==> src/sv/sptmm_pkg.sv <==
// Shared types and constants for the scratchpad temperature min/max block.
// No dependencies; every other file depends on this package.
package sptmm_pkg;

    localparam int MODE_W   = 2;
    localparam int SENSOR_W = 2;
    localparam int BYTE_W   = 8;
    localparam int POS_W    = 4;
    localparam int TENTHS_W = 12;
    localparam int FP_W     = 15;

    localparam logic [MODE_W-1:0] MODE_BYTE   = 2'd0;
    localparam logic [MODE_W-1:0] MODE_RESET  = 2'd1;
    localparam logic [MODE_W-1:0] MODE_ABSENT = 2'd2;

    // Scratchpad byte positions
    localparam logic [POS_W-1:0] POS_TEMP_LSB     = 4'd0;
    localparam logic [POS_W-1:0] POS_TEMP_MSB     = 4'd1;
    localparam logic [POS_W-1:0] POS_COUNT_REMAIN = 4'd6;
    localparam logic [POS_W-1:0] POS_COUNT_PER_C  = 4'd7;
    localparam logic [POS_W-1:0] POS_CRC          = 4'd8;

    localparam logic [BYTE_W-1:0] CRC_POLY    = 8'h8C;
    localparam logic [15:0]       QUARTER_DEG = 16'h0040;

    localparam int DIV_STEPS = 16;
    localparam int DIV_CNT_W = $clog2(DIV_STEPS);

    localparam logic [6:0]                 PCT_SCALE    = 7'd100;
    localparam logic signed [TENTHS_W-1:0] TEN_SCALE    = 12'sd10;
    localparam logic [7:0]                 TENTH_RECIP  = 8'd205;
    localparam int                         RECIP_SHIFT  = 11;

    typedef enum logic [1:0] {
        KIND_NONE,
        KIND_CONVERT,
        KIND_PLAIN
    } kind_t;

    typedef struct packed {
        logic accept;
        logic div_step;
        logic mul;
        logic sum;
        logic apply;
        logic load_out;
    } dp_cmd_t;

    typedef struct packed {
        kind_t kind;
        logic  out_free;
    } dp_stat_t;

endpackage

==> src/sv/sptmm_ifs.sv <==
// Handshake channels for the scratchpad block: request items in, result items out.
// Depends on sptmm_pkg for field widths.
interface sptmm_req_if;
    logic                              valid;
    logic                              ready;
    logic [sptmm_pkg::MODE_W-1:0]      mode;
    logic [sptmm_pkg::SENSOR_W-1:0]    sensor;
    logic [sptmm_pkg::BYTE_W-1:0]      data_byte;

    modport source (output valid, output mode, output sensor, output data_byte, input ready);
    modport sink   (input valid, input mode, input sensor, input data_byte, output ready);
endinterface

interface sptmm_rsp_if;
    logic                                 valid;
    logic                                 ready;
    logic [sptmm_pkg::SENSOR_W-1:0]       sensor_out;
    logic                                 crc_ok;
    logic signed [sptmm_pkg::TENTHS_W-1:0] current_tenths;
    logic                                 current_valid;
    logic signed [sptmm_pkg::TENTHS_W-1:0] minimum_tenths;
    logic signed [sptmm_pkg::TENTHS_W-1:0] maximum_tenths;
    logic                                 minmax_valid;

    modport source (output valid, output sensor_out, output crc_ok, output current_tenths,
                    output current_valid, output minimum_tenths, output maximum_tenths,
                    output minmax_valid, input ready);
    modport sink   (input valid, input sensor_out, input crc_ok, input current_tenths,
                    input current_valid, input minimum_tenths, input maximum_tenths,
                    input minmax_valid, output ready);
endinterface

==> src/sv/scratchpad_temperature_minmax_top.sv <==
// Scratchpad temperature min/max: top level joining sequencer and datapath.
// Scratchpad bytes 0-7 are accepted while the sequencer is idle and give no item. The
// ninth byte with a good CRC runs a 16-step serial divider, two conversion steps and a
// store update; other result-producing items go straight to the store update. The divider
// sets the long path; the result register lets the next item enter while a result waits.
// Asynchronous active-low reset clears frame state and every sensor's readings at once.
module scratchpad_temperature_minmax_top #(
    parameter int SENSOR_COUNT = 3
) (
    input logic        clk,
    input logic        rst_n,
    sptmm_req_if.sink  req,
    sptmm_rsp_if.source rsp
);
    import sptmm_pkg::*;

    dp_cmd_t  cmd;
    dp_stat_t stat;

    sptmm_ctrl u_ctrl (
        .clk      (clk),
        .rst_n    (rst_n),
        .in_valid (req.valid),
        .in_ready (req.ready),
        .cmd      (cmd),
        .stat     (stat)
    );

    sptmm_dp #(
        .SENSOR_COUNT (SENSOR_COUNT)
    ) u_dp (
        .clk            (clk),
        .rst_n          (rst_n),
        .mode           (req.mode),
        .sensor         (req.sensor),
        .data_byte      (req.data_byte),
        .cmd            (cmd),
        .stat           (stat),
        .out_valid      (rsp.valid),
        .out_ready      (rsp.ready),
        .sensor_out     (rsp.sensor_out),
        .crc_ok         (rsp.crc_ok),
        .current_tenths (rsp.current_tenths),
        .current_valid  (rsp.current_valid),
        .minimum_tenths (rsp.minimum_tenths),
        .maximum_tenths (rsp.maximum_tenths),
        .minmax_valid   (rsp.minmax_valid)
    );

endmodule

==> src/sv/sptmm_ctrl.sv <==
// Sequencer for the scratchpad block: accepts items, runs the divide/convert steps,
// and hands results to the output register. Depends on sptmm_pkg.
module sptmm_ctrl (
    input  logic                 clk,
    input  logic                 rst_n,
    input  logic                 in_valid,
    output logic                 in_ready,
    output sptmm_pkg::dp_cmd_t   cmd,
    input  sptmm_pkg::dp_stat_t  stat
);
    import sptmm_pkg::*;

    typedef enum logic [2:0] {
        ST_IDLE,
        ST_DIV,
        ST_MUL,
        ST_SUM,
        ST_APPLY,
        ST_EMIT
    } state_t;

    state_t               state_reg, state_next;
    logic [DIV_CNT_W-1:0] cnt_reg, cnt_next;

    assign in_ready = (state_reg == ST_IDLE);

    always_comb
    begin
        state_next   = state_reg;
        cnt_next     = cnt_reg;
        cmd          = '0;
        cmd.accept   = in_valid && in_ready;
        case (state_reg)
            ST_IDLE:
            begin
                if (cmd.accept)
                begin
                    case (stat.kind)
                        KIND_CONVERT:
                        begin
                            state_next = ST_DIV;
                            cnt_next   = DIV_CNT_W'(DIV_STEPS - 1);
                        end
                        KIND_PLAIN: state_next = ST_APPLY;
                        default:    state_next = ST_IDLE;
                    endcase
                end
            end
            ST_DIV:
            begin
                cmd.div_step = 1'b1;
                if (cnt_reg == '0)
                    state_next = ST_MUL;
                else
                    cnt_next = cnt_reg - 1'b1;
            end
            ST_MUL:
            begin
                cmd.mul    = 1'b1;
                state_next = ST_SUM;
            end
            ST_SUM:
            begin
                cmd.sum    = 1'b1;
                state_next = ST_APPLY;
            end
            ST_APPLY:
            begin
                cmd.apply  = 1'b1;
                state_next = ST_EMIT;
            end
            ST_EMIT:
            begin
                // hold until the output register can take the item
                if (stat.out_free)
                begin
                    cmd.load_out = 1'b1;
                    state_next   = ST_IDLE;
                end
            end
            default: state_next = ST_IDLE;
        endcase
    end

    always_ff @(posedge clk or negedge rst_n)
    begin
        if (!rst_n)
        begin
            state_reg <= ST_IDLE;
            cnt_reg   <= '0;
        end
        else
        begin
            state_reg <= state_next;
            cnt_reg   <= cnt_next;
        end
    end

    a_no_accept_busy: assert property (@(posedge clk) disable iff (!rst_n)
        (state_reg != ST_IDLE) |-> !cmd.accept)
        else $error("item accepted while busy");

    a_convert_starts_div: assert property (@(posedge clk) disable iff (!rst_n)
        (cmd.accept && stat.kind == KIND_CONVERT) |=> (state_reg == ST_DIV))
        else $error("conversion did not start the divider");

    a_load_needs_room: assert property (@(posedge clk) disable iff (!rst_n)
        cmd.load_out |-> stat.out_free)
        else $error("output loaded while occupied");

    a_emit_follows_apply: assert property (@(posedge clk) disable iff (!rst_n)
        cmd.apply |=> (state_reg == ST_EMIT))
        else $error("apply not followed by emit");

endmodule

==> src/sv/sptmm_dp.sv <==
// Datapath for the scratchpad block: CRC, byte capture, serial divider, tenths
// conversion, per-sensor store and output register. Depends on sptmm_pkg.
module sptmm_dp #(
    parameter int SENSOR_COUNT = 3
) (
    input  logic                                 clk,
    input  logic                                 rst_n,
    input  logic [sptmm_pkg::MODE_W-1:0]         mode,
    input  logic [sptmm_pkg::SENSOR_W-1:0]       sensor,
    input  logic [sptmm_pkg::BYTE_W-1:0]         data_byte,
    input  sptmm_pkg::dp_cmd_t                   cmd,
    output sptmm_pkg::dp_stat_t                  stat,
    output logic                                 out_valid,
    input  logic                                 out_ready,
    output logic [sptmm_pkg::SENSOR_W-1:0]       sensor_out,
    output logic                                 crc_ok,
    output logic signed [sptmm_pkg::TENTHS_W-1:0] current_tenths,
    output logic                                 current_valid,
    output logic signed [sptmm_pkg::TENTHS_W-1:0] minimum_tenths,
    output logic signed [sptmm_pkg::TENTHS_W-1:0] maximum_tenths,
    output logic                                 minmax_valid
);
    import sptmm_pkg::*;

    localparam int IDX_W = (SENSOR_COUNT > 1) ? $clog2(SENSOR_COUNT) : 1;

    typedef enum logic [1:0] {
        OP_NONE,
        OP_CONVERT,
        OP_RESET,
        OP_ABSENT
    } op_t;

    function automatic logic [BYTE_W-1:0] crc8_step(input logic [BYTE_W-1:0] crc,
                                                    input logic [BYTE_W-1:0] d);
        logic [BYTE_W-1:0] c;
        c = crc ^ d;
        for (int b = 0; b < BYTE_W; b++)
        begin
            if (c[0])
                c = (c >> 1) ^ CRC_POLY;
            else
                c = c >> 1;
        end
        return c;
    endfunction

    // frame state
    logic [BYTE_W-1:0] crc_reg;
    logic [POS_W-1:0]  pos_reg;
    logic [BYTE_W-1:0] raw_low_reg, raw_high_reg, cnt_rem_reg, cpd_reg;

    // item in flight
    logic [SENSOR_W-1:0] item_sensor_reg;
    op_t                 op_reg;
    logic [15:0]         num_reg;
    logic [BYTE_W-1:0]   rem_reg;
    logic                neg_reg;
    logic signed [TENTHS_W-1:0] whole10_reg, reading_reg;
    logic [FP_W-1:0]     fp_reg;

    // per-sensor store
    logic signed [TENTHS_W-1:0] cur_reg [SENSOR_COUNT];
    logic signed [TENTHS_W-1:0] min_reg [SENSOR_COUNT];
    logic signed [TENTHS_W-1:0] max_reg [SENSOR_COUNT];
    logic [SENSOR_COUNT-1:0]    pres_reg, ext_reg;

    // output register
    logic                       out_valid_reg;
    logic [SENSOR_W-1:0]        out_sensor_reg;
    logic                       out_ok_reg, out_cur_valid_reg, out_mm_valid_reg;
    logic signed [TENTHS_W-1:0] out_cur_reg, out_min_reg, out_max_reg;

    // classification of the incoming item
    logic       in_range, frame_end, crc_match;
    kind_t      kind;
    op_t        op_new;

    assign in_range  = (int'(sensor) < SENSOR_COUNT);
    assign frame_end = (mode == MODE_BYTE) && (pos_reg == POS_CRC);
    assign crc_match = (crc_reg == data_byte) && (cpd_reg != '0);

    always_comb
    begin
        kind   = KIND_NONE;
        op_new = OP_NONE;
        if (in_range)
        begin
            if (frame_end)
            begin
                kind   = crc_match ? KIND_CONVERT : KIND_PLAIN;
                op_new = crc_match ? OP_CONVERT : OP_NONE;
            end
            else if (mode inside {MODE_RESET, MODE_ABSENT})
            begin
                kind   = KIND_PLAIN;
                op_new = (mode == MODE_RESET) ? OP_RESET : OP_ABSENT;
            end
        end
    end

    assign stat.kind     = kind;
    assign stat.out_free = !out_valid_reg || out_ready;

    // divider operands: |cpd - cr| * 256 / cpd, sign applied afterwards
    logic signed [BYTE_W:0] diff, diff_abs;
    assign diff     = $signed({1'b0, cpd_reg}) - $signed({1'b0, cnt_rem_reg});
    assign diff_abs = diff[BYTE_W] ? -diff : diff;

    logic [BYTE_W:0] rem_sh;
    logic            rem_ge;
    assign rem_sh = {rem_reg, num_reg[15]};
    assign rem_ge = (rem_sh >= {1'b0, cpd_reg});

    // 8.8 value from the quotient
    logic [15:0]       quot_signed, fixed_val;
    logic [BYTE_W-1:0] whole8;
    assign quot_signed = neg_reg ? (~num_reg + 16'd1) : num_reg;
    assign whole8      = {raw_high_reg[0], raw_low_reg[BYTE_W-1:1]};
    assign fixed_val   = {whole8, 8'h00} - QUARTER_DEG + quot_signed;

    // hundredths (<= 99) to tenths digit by reciprocal multiply
    logic [FP_W-1:0] recip_prod;
    logic [3:0]      tenth_digit;
    assign recip_prod  = {8'd0, fp_reg[FP_W-1:8]} * {7'd0, TENTH_RECIP};
    assign tenth_digit = recip_prod[FP_W-1:RECIP_SHIFT];

    logic [IDX_W-1:0] idx;
    assign idx = IDX_W'(item_sensor_reg);

    always_ff @(posedge clk or negedge rst_n)
    begin
        if (!rst_n)
        begin
            crc_reg         <= '0;
            pos_reg         <= '0;
            raw_low_reg     <= '0;
            raw_high_reg    <= '0;
            cnt_rem_reg     <= '0;
            cpd_reg         <= '0;
            item_sensor_reg <= '0;
            op_reg          <= OP_NONE;
        end
        else if (cmd.accept)
        begin
            item_sensor_reg <= sensor;
            op_reg          <= op_new;
            if (mode == MODE_BYTE)
            begin
                if (pos_reg != POS_CRC)
                begin
                    crc_reg <= crc8_step(crc_reg, data_byte);
                    pos_reg <= pos_reg + 1'b1;
                    case (pos_reg)
                        POS_TEMP_LSB:     raw_low_reg  <= data_byte;
                        POS_TEMP_MSB:     raw_high_reg <= data_byte;
                        POS_COUNT_REMAIN: cnt_rem_reg  <= data_byte;
                        POS_COUNT_PER_C:  cpd_reg      <= data_byte;
                        default:          ;
                    endcase
                end
                else
                begin
                    crc_reg <= '0;
                    pos_reg <= '0;
                end
            end
        end
    end

    always_ff @(posedge clk)
    begin
        if (cmd.accept)
        begin
            num_reg <= {diff_abs[BYTE_W-1:0], 8'h00};
            rem_reg <= '0;
            neg_reg <= diff[BYTE_W];
        end
        else if (cmd.div_step)
        begin
            rem_reg <= rem_ge ? BYTE_W'(rem_sh - {1'b0, cpd_reg}) : rem_sh[BYTE_W-1:0];
            num_reg <= {num_reg[14:0], rem_ge};
        end
        if (cmd.mul)
        begin
            whole10_reg <= TENTHS_W'($signed(fixed_val[15:8])) * TEN_SCALE;
            fp_reg      <= {7'd0, fixed_val[7:0]} * {8'd0, PCT_SCALE};
        end
        if (cmd.sum)
            reading_reg <= whole10_reg + $signed({8'd0, tenth_digit});
    end

    always_ff @(posedge clk or negedge rst_n)
    begin
        if (!rst_n)
        begin
            for (int i = 0; i < SENSOR_COUNT; i++)
            begin
                cur_reg[i] <= '0;
                min_reg[i] <= '0;
                max_reg[i] <= '0;
            end
            pres_reg <= '0;
            ext_reg  <= '0;
        end
        else if (cmd.apply)
        begin
            case (op_reg)
                OP_CONVERT:
                begin
                    cur_reg[idx]  <= reading_reg;
                    pres_reg[idx] <= 1'b1;
                    if (!ext_reg[idx])
                    begin
                        min_reg[idx] <= reading_reg;
                        max_reg[idx] <= reading_reg;
                        ext_reg[idx] <= 1'b1;
                    end
                    else if (reading_reg < min_reg[idx])
                        min_reg[idx] <= reading_reg;
                    else if (reading_reg > max_reg[idx])
                        max_reg[idx] <= reading_reg;
                end
                OP_RESET:
                begin
                    min_reg[idx] <= cur_reg[idx];
                    max_reg[idx] <= cur_reg[idx];
                    ext_reg[idx] <= pres_reg[idx];
                end
                OP_ABSENT:
                begin
                    cur_reg[idx]  <= '0;
                    pres_reg[idx] <= 1'b0;
                end
                default: ;
            endcase
        end
    end

    always_ff @(posedge clk or negedge rst_n)
    begin
        if (!rst_n)
            out_valid_reg <= 1'b0;
        else if (cmd.load_out)
            out_valid_reg <= 1'b1;
        else if (out_ready)
            out_valid_reg <= 1'b0;
    end

    always_ff @(posedge clk)
    begin
        if (cmd.load_out)
        begin
            out_sensor_reg    <= item_sensor_reg;
            out_ok_reg        <= (op_reg == OP_CONVERT);
            out_cur_reg       <= pres_reg[idx] ? cur_reg[idx] : '0;
            out_cur_valid_reg <= pres_reg[idx];
            out_min_reg       <= min_reg[idx];
            out_max_reg       <= max_reg[idx];
            out_mm_valid_reg  <= ext_reg[idx];
        end
    end

    assign out_valid      = out_valid_reg;
    assign sensor_out     = out_sensor_reg;
    assign crc_ok         = out_ok_reg;
    assign current_tenths = out_cur_reg;
    assign current_valid  = out_cur_valid_reg;
    assign minimum_tenths = out_min_reg;
    assign maximum_tenths = out_max_reg;
    assign minmax_valid   = out_mm_valid_reg;

    a_pos_bounded: assert property (@(posedge clk) disable iff (!rst_n)
        pos_reg <= POS_CRC)
        else $error("byte position past the CRC byte");

    a_load_sets_valid: assert property (@(posedge clk) disable iff (!rst_n)
        cmd.load_out |=> out_valid_reg)
        else $error("loaded item not presented");

    a_frame_end_clears: assert property (@(posedge clk) disable iff (!rst_n)
        (cmd.accept && frame_end) |=> (pos_reg == '0 && crc_reg == '0))
        else $error("frame state not cleared at ninth byte");

endmodule

==> src/flat_wrapper.sv <==
// flat-port wrapper written by rule: the top's interface ports become plain ports
module scratchpad_temperature_minmax_top_flat import sptmm_pkg::*;
#(
    parameter int SENSOR_COUNT = 3
)
  (clk, rst_n, req_valid, req_mode, req_sensor, req_data_byte, req_ready, rsp_valid, rsp_sensor_out, rsp_crc_ok, rsp_current_tenths, rsp_current_valid, rsp_minimum_tenths, rsp_maximum_tenths, rsp_minmax_valid, rsp_ready);
  sptmm_req_if req_i ();
  sptmm_rsp_if rsp_i ();
  input logic clk;
  input logic rst_n;
  input wire logic [$bits(req_i.valid)-1:0] req_valid;
  input wire logic [$bits(req_i.mode)-1:0] req_mode;
  input wire logic [$bits(req_i.sensor)-1:0] req_sensor;
  input wire logic [$bits(req_i.data_byte)-1:0] req_data_byte;
  output wire logic [$bits(req_i.ready)-1:0] req_ready;
  output wire logic [$bits(rsp_i.valid)-1:0] rsp_valid;
  output wire logic [$bits(rsp_i.sensor_out)-1:0] rsp_sensor_out;
  output wire logic [$bits(rsp_i.crc_ok)-1:0] rsp_crc_ok;
  output wire logic [$bits(rsp_i.current_tenths)-1:0] rsp_current_tenths;
  output wire logic [$bits(rsp_i.current_valid)-1:0] rsp_current_valid;
  output wire logic [$bits(rsp_i.minimum_tenths)-1:0] rsp_minimum_tenths;
  output wire logic [$bits(rsp_i.maximum_tenths)-1:0] rsp_maximum_tenths;
  output wire logic [$bits(rsp_i.minmax_valid)-1:0] rsp_minmax_valid;
  input wire logic [$bits(rsp_i.ready)-1:0] rsp_ready;
  assign req_i.valid = req_valid;
  assign req_i.mode = req_mode;
  assign req_i.sensor = req_sensor;
  assign req_i.data_byte = req_data_byte;
  assign req_ready = req_i.ready;
  assign rsp_valid = rsp_i.valid;
  assign rsp_sensor_out = rsp_i.sensor_out;
  assign rsp_crc_ok = rsp_i.crc_ok;
  assign rsp_current_tenths = rsp_i.current_tenths;
  assign rsp_current_valid = rsp_i.current_valid;
  assign rsp_minimum_tenths = rsp_i.minimum_tenths;
  assign rsp_maximum_tenths = rsp_i.maximum_tenths;
  assign rsp_minmax_valid = rsp_i.minmax_valid;
  assign rsp_i.ready = rsp_ready;
  scratchpad_temperature_minmax_top #(.SENSOR_COUNT(SENSOR_COUNT)) u_core (.clk(clk), .rst_n(rst_n), .req(req_i), .rsp(rsp_i));
endmodule
==> config.mk <==
export PLATFORM = sky130hd
export DESIGN_NAME = scratchpad_temperature_minmax_top_flat
export DESIGN_NICKNAME = d
export VERILOG_FILES = /design/src/sv/sptmm_pkg.sv /design/src/sv/sptmm_ifs.sv /design/src/sv/scratchpad_temperature_minmax_top.sv /design/src/sv/sptmm_ctrl.sv /design/src/sv/sptmm_dp.sv /design/src/flat_wrapper.sv
export SDC_FILE = /design/constraint.sdc
export NUM_CORES = 1
export LEC_CHECK = 0
export BUFFER_PORTS_ARGS = -buffer_cell sky130_fd_sc_hd__buf_2
export CAP_MARGIN = 20
export CELL_PAD_IN_SITES_DETAIL_PLACEMENT = 0
export CELL_PAD_IN_SITES_GLOBAL_PLACEMENT = 2
export CORE_MARGIN = 4
export CORE_UTILIZATION = 43
export CTS_BUF_LIST = sky130_fd_sc_hd__clkbuf_4 sky130_fd_sc_hd__clkbuf_8
export CTS_CLUSTER_DIAMETER = 150
export DETAILED_ROUTE_END_ITERATION = 10
export HOLD_SLACK_MARGIN = 0.15
export PLACE_DENSITY_LB_ADDON = 0.1
export RECOVER_POWER = 100
export SLEW_MARGIN = 20
export SYNTH_ARGS = -nofsm -noshare
export SYNTH_HDL_FRONTEND = slang
export SYNTH_SLANG_ARGS = --single-unit
==> constraint.sdc <==
create_clock -name clk -period 5.4 [get_ports clk]
set_input_delay 0.54 -clock clk [delete_from_list [all_inputs] [get_ports clk]]
set_output_delay 0.54 -clock clk [all_outputs]
set_load 0.01 [all_outputs]
==> impl_results.md <==
* Outcome: finished, violations left
* Violated checks: max-capacitance violations, max-slew violations
* Placed cell area at 0.0158 mm²
* Buf/Inv on CP at 1
* Ys async rst share at between 60% and 70%
* Period utilization at between 90% and 100%
* Cell Chain, Critical Path: or4_1, or4_4, or4_4, o41ai_2, xor2_1, ha_1, inv_1, ha_1, o41ai_2, xnor2_1, ha_1, ha_1, nand2_1, o21ai_0, o21a_1, nor2_1, nor2b_1, o21ai_1, xnor2_1
* Crit path time final at between 4 and 5 ns
* Proportion of layout cells with a drive suffix above 1 at about 16%
* Slowest cell on crit path: or4_1
* Worst R2R Path Depth at 19
* Largest net degree at the start of global routing at between 80 and 90
* Most frequent cells in the layout: dfrtp_1 (162), ha_1 (142), mux2_2 (134)
* GRT overflow at 0
* FF-to-FF End: u_core.u_dp.whole10_reg[11]$_DFFE_PN_
* Initial DRC Count at around 360
* Chip Height at between 150 and 200 µm
* Reg2reg start: u_core.u_dp.num_reg[1]$_SDFFE_PP0P_
* Hold Violations, Final at 0
* Reg-to-reg slack, setup at roughly 0.4 ns
* Setup CP Type: flop to flop
* Final WL at roughly 34 mm
* Core ar. at approximately 0.034 mm²
* GRT Util Overall at between 10% and 20%
* F_max at 200 MHz
* Final core utilization at just under 50%
* DRC errors left at 0
* Worst hold path depth at 2
* Yosys Warn Count at 0
* Number of flops mapped to enable cells by yosys at 80
* CTS Buffer Depth at 3
* Cell area after synthesis at between 0.015 and 0.02 mm²
* Worst Hold Class: input pin to flop
* CTS tree: built
* Antenna Cells at 0
* Register area share after synthesis at between 40% and 50%
* Floorplan row count at a little under 70
* Worst-Skew Late Latency at roughly 0.60 ns
* Worst-margin pin slew at between 3 and 4 ns
* Num CTS Buffers at 47
* Worst setup SP type: flop
* Chip width at slightly below 200 µm
* Net count reported at finish at 1644
* CP Capture Type: flop
* Die area at about 0.038 mm²
* Setup violators final at 0
* Footprint of the multi-input gates at about 0.0076 mm²
* Register Area at between 0.006 and 0.007 mm²
* Vias per cell at between 5 and 6
* Antenna violations before repair at 0
* Slew Limit Fails at roughly 140
* Yosys reg bits at about 260
* Max capacitance violation total at 3
* Syn avg cell area at approximately 11 µm²
* Critical path's largest stage delay at between 0.5 and 0.6 ns
* Post-route ant nets at 0
* Main flop type after synthesis: dfrtp_1
* Clock root buffer: clkbuf_8
* Worst-path maximum fanout at 5
* Clk sinks at approximately 260
* Unique masters post-synth at 61
* RSZ-0062 raised after global routing: no
* Hold Path End: u_core.u_dp.cnt_rem_reg[7]$_DFFE_PN0P_
* DP HPWL at approximately 24 mm
* Fill cells at approximately 3300
* Hold Startpoint: req_data_byte[7]
* Vias in the first global route at about 10000
* First-pass GRT wire length at 55.2 mm
* Port-buffer cells at 58
* Total negative slack at 0 ns
* IO Count at 59
* Cells after Synth at roughly 1400
* Worst path required time at between 5 and 6 ns
* H-tree Lvls at 2
* Top Family by Delay on Critical Path: simple AND/OR/NAND/NOR gates
* Commonest non-fill, non-tap cell in the layout: dfrtp_1
* Slew margin rel. at -164%
* Final instance area at around 0.017 mm²
* Mapped Nets at around 1600
* WP data arrival at 5.34 ns
* Routability cong. at ~0.77
* Worst Hold Slack at about 0.28 ns
* Worst clock skew at roughly 0.024 ns
* Via count at 10105
* Initial Utilization at 43.5%
* Most used cell, CP: ha_1
* Routed WL per cell at 17.3 µm
* Drt pass-1 iters at 4
* Synth-to-Final Area Change at 11.5%
* Reg clk slew, reported paths at 0.06 ns
==> routing by layer <==
metal  part of all wire, %  global-route usage, %  vias up
met4                   2.8                   5.92        0
met5                     0                      0        -
li1                      -                      -     5013
met3                   3.1                   2.76       58
met1                    44                   22.6     4888
met2                    50                   31.8      146
==> synth_stat cells (17+ instances only) <==
master / n / share of area (%)
dfrtp_1: 162 / 27
ha_1: 142 / 12
mux2_2: 134 / 10
inv_1: 125 / 3.1
nor2_1: 122 / 3.1
a21oi_1: 90 / 3.0
edfxtp_1: 80 / 16
nand2_1: 78 / 2.0
o21ai_0: 61 / 2.0
xnor2_1: 47 / 2.7
mux2i_1: 44 / 2.9
xor2_1: 36 / 2.1
nor2b_1: 31 / 1.3
clkbuf_1: 30 / 0.75
nor3_1: 21 / 0.70
nand2b_1: 18 / 0.75
nand3_1: 17 / 0.57
==> logic make-up after synthesis <==
| family | share of synthesized area, % |
|---|---|
| buffers and inverters | 4.40 |
| multiplexers | 13.0 |
| flip-flops | 45.2 |
| XOR/XNOR | 4.85 |
| AND/OR/NAND/NOR | 9.89 |
| adder cells (fa/ha/maj) | 13.8 |
| AO/OA/AOI/OAI | 8.85 |
==> worst max-delay path by stage <==
| stage | cells after the start | slack (ns) | endpoint | start |
|---|---|---|---|---|
| floorplan | 19 | 0.49 | u_core.u_dp.whole10_reg[11]$_DFFE_PN_ | u_core.u_dp.num_reg[0]$_SDFFE_PP0P_ |
| global placement | 19 | 0.21 | u_core.u_dp.whole10_reg[11]$_DFFE_PN_ | u_core.u_dp.num_reg[1]$_SDFFE_PP0P_ |
| detailed placement | 19 | 0.20 | u_core.u_dp.whole10_reg[11]$_DFFE_PN_ | u_core.u_dp.num_reg[1]$_SDFFE_PP0P_ |
| CTS | 19 | 0.20 | u_core.u_dp.whole10_reg[11]$_DFFE_PN_ | u_core.u_dp.num_reg[1]$_SDFFE_PP0P_ |
| global route | 21 | 0.001 | u_core.u_dp.whole10_reg[11]$_DFFE_PN_ | u_core.u_dp.num_reg[1]$_SDFFE_PP0P_ |
| finish | 19 | 0.40 | u_core.u_dp.whole10_reg[11]$_DFFE_PN_ | u_core.u_dp.num_reg[1]$_SDFFE_PP0P_ |
==> final cells by class <==
type,instances,share of cell area [%]
clock buffer,67,4.95
clock inverter,18,0.583
inverter,126,2.83
multi-input combinational,960,45.5
sequential,258,40.5
tap,455,3.40
timing repair buffer,78,2.24
==> per-stage QoR <==
stage	setup slack, ns	instances
finish	0.401	1962
floorplan	0.489	1389
CTS	0.195	1961
global placement	0.213	1873
global route	0.00149	1962
detailed placement	0.201	1873
==> timing repair <==
| item | 4_1_cts | 5_1_grt |
|---|---|---|
| endpoints found under the hold margin | 87 | 0 |
| gates resized for setup | 0 | 7 |
| buffers inserted | 0 | 1 |
| endpoints found under the setup margin | 0 | 1 |
| hold buffers | 3 | 0 |
Power is not shown: default switching activity piles up to over one toggle a cycle in this logic, so the estimate is an artifact.
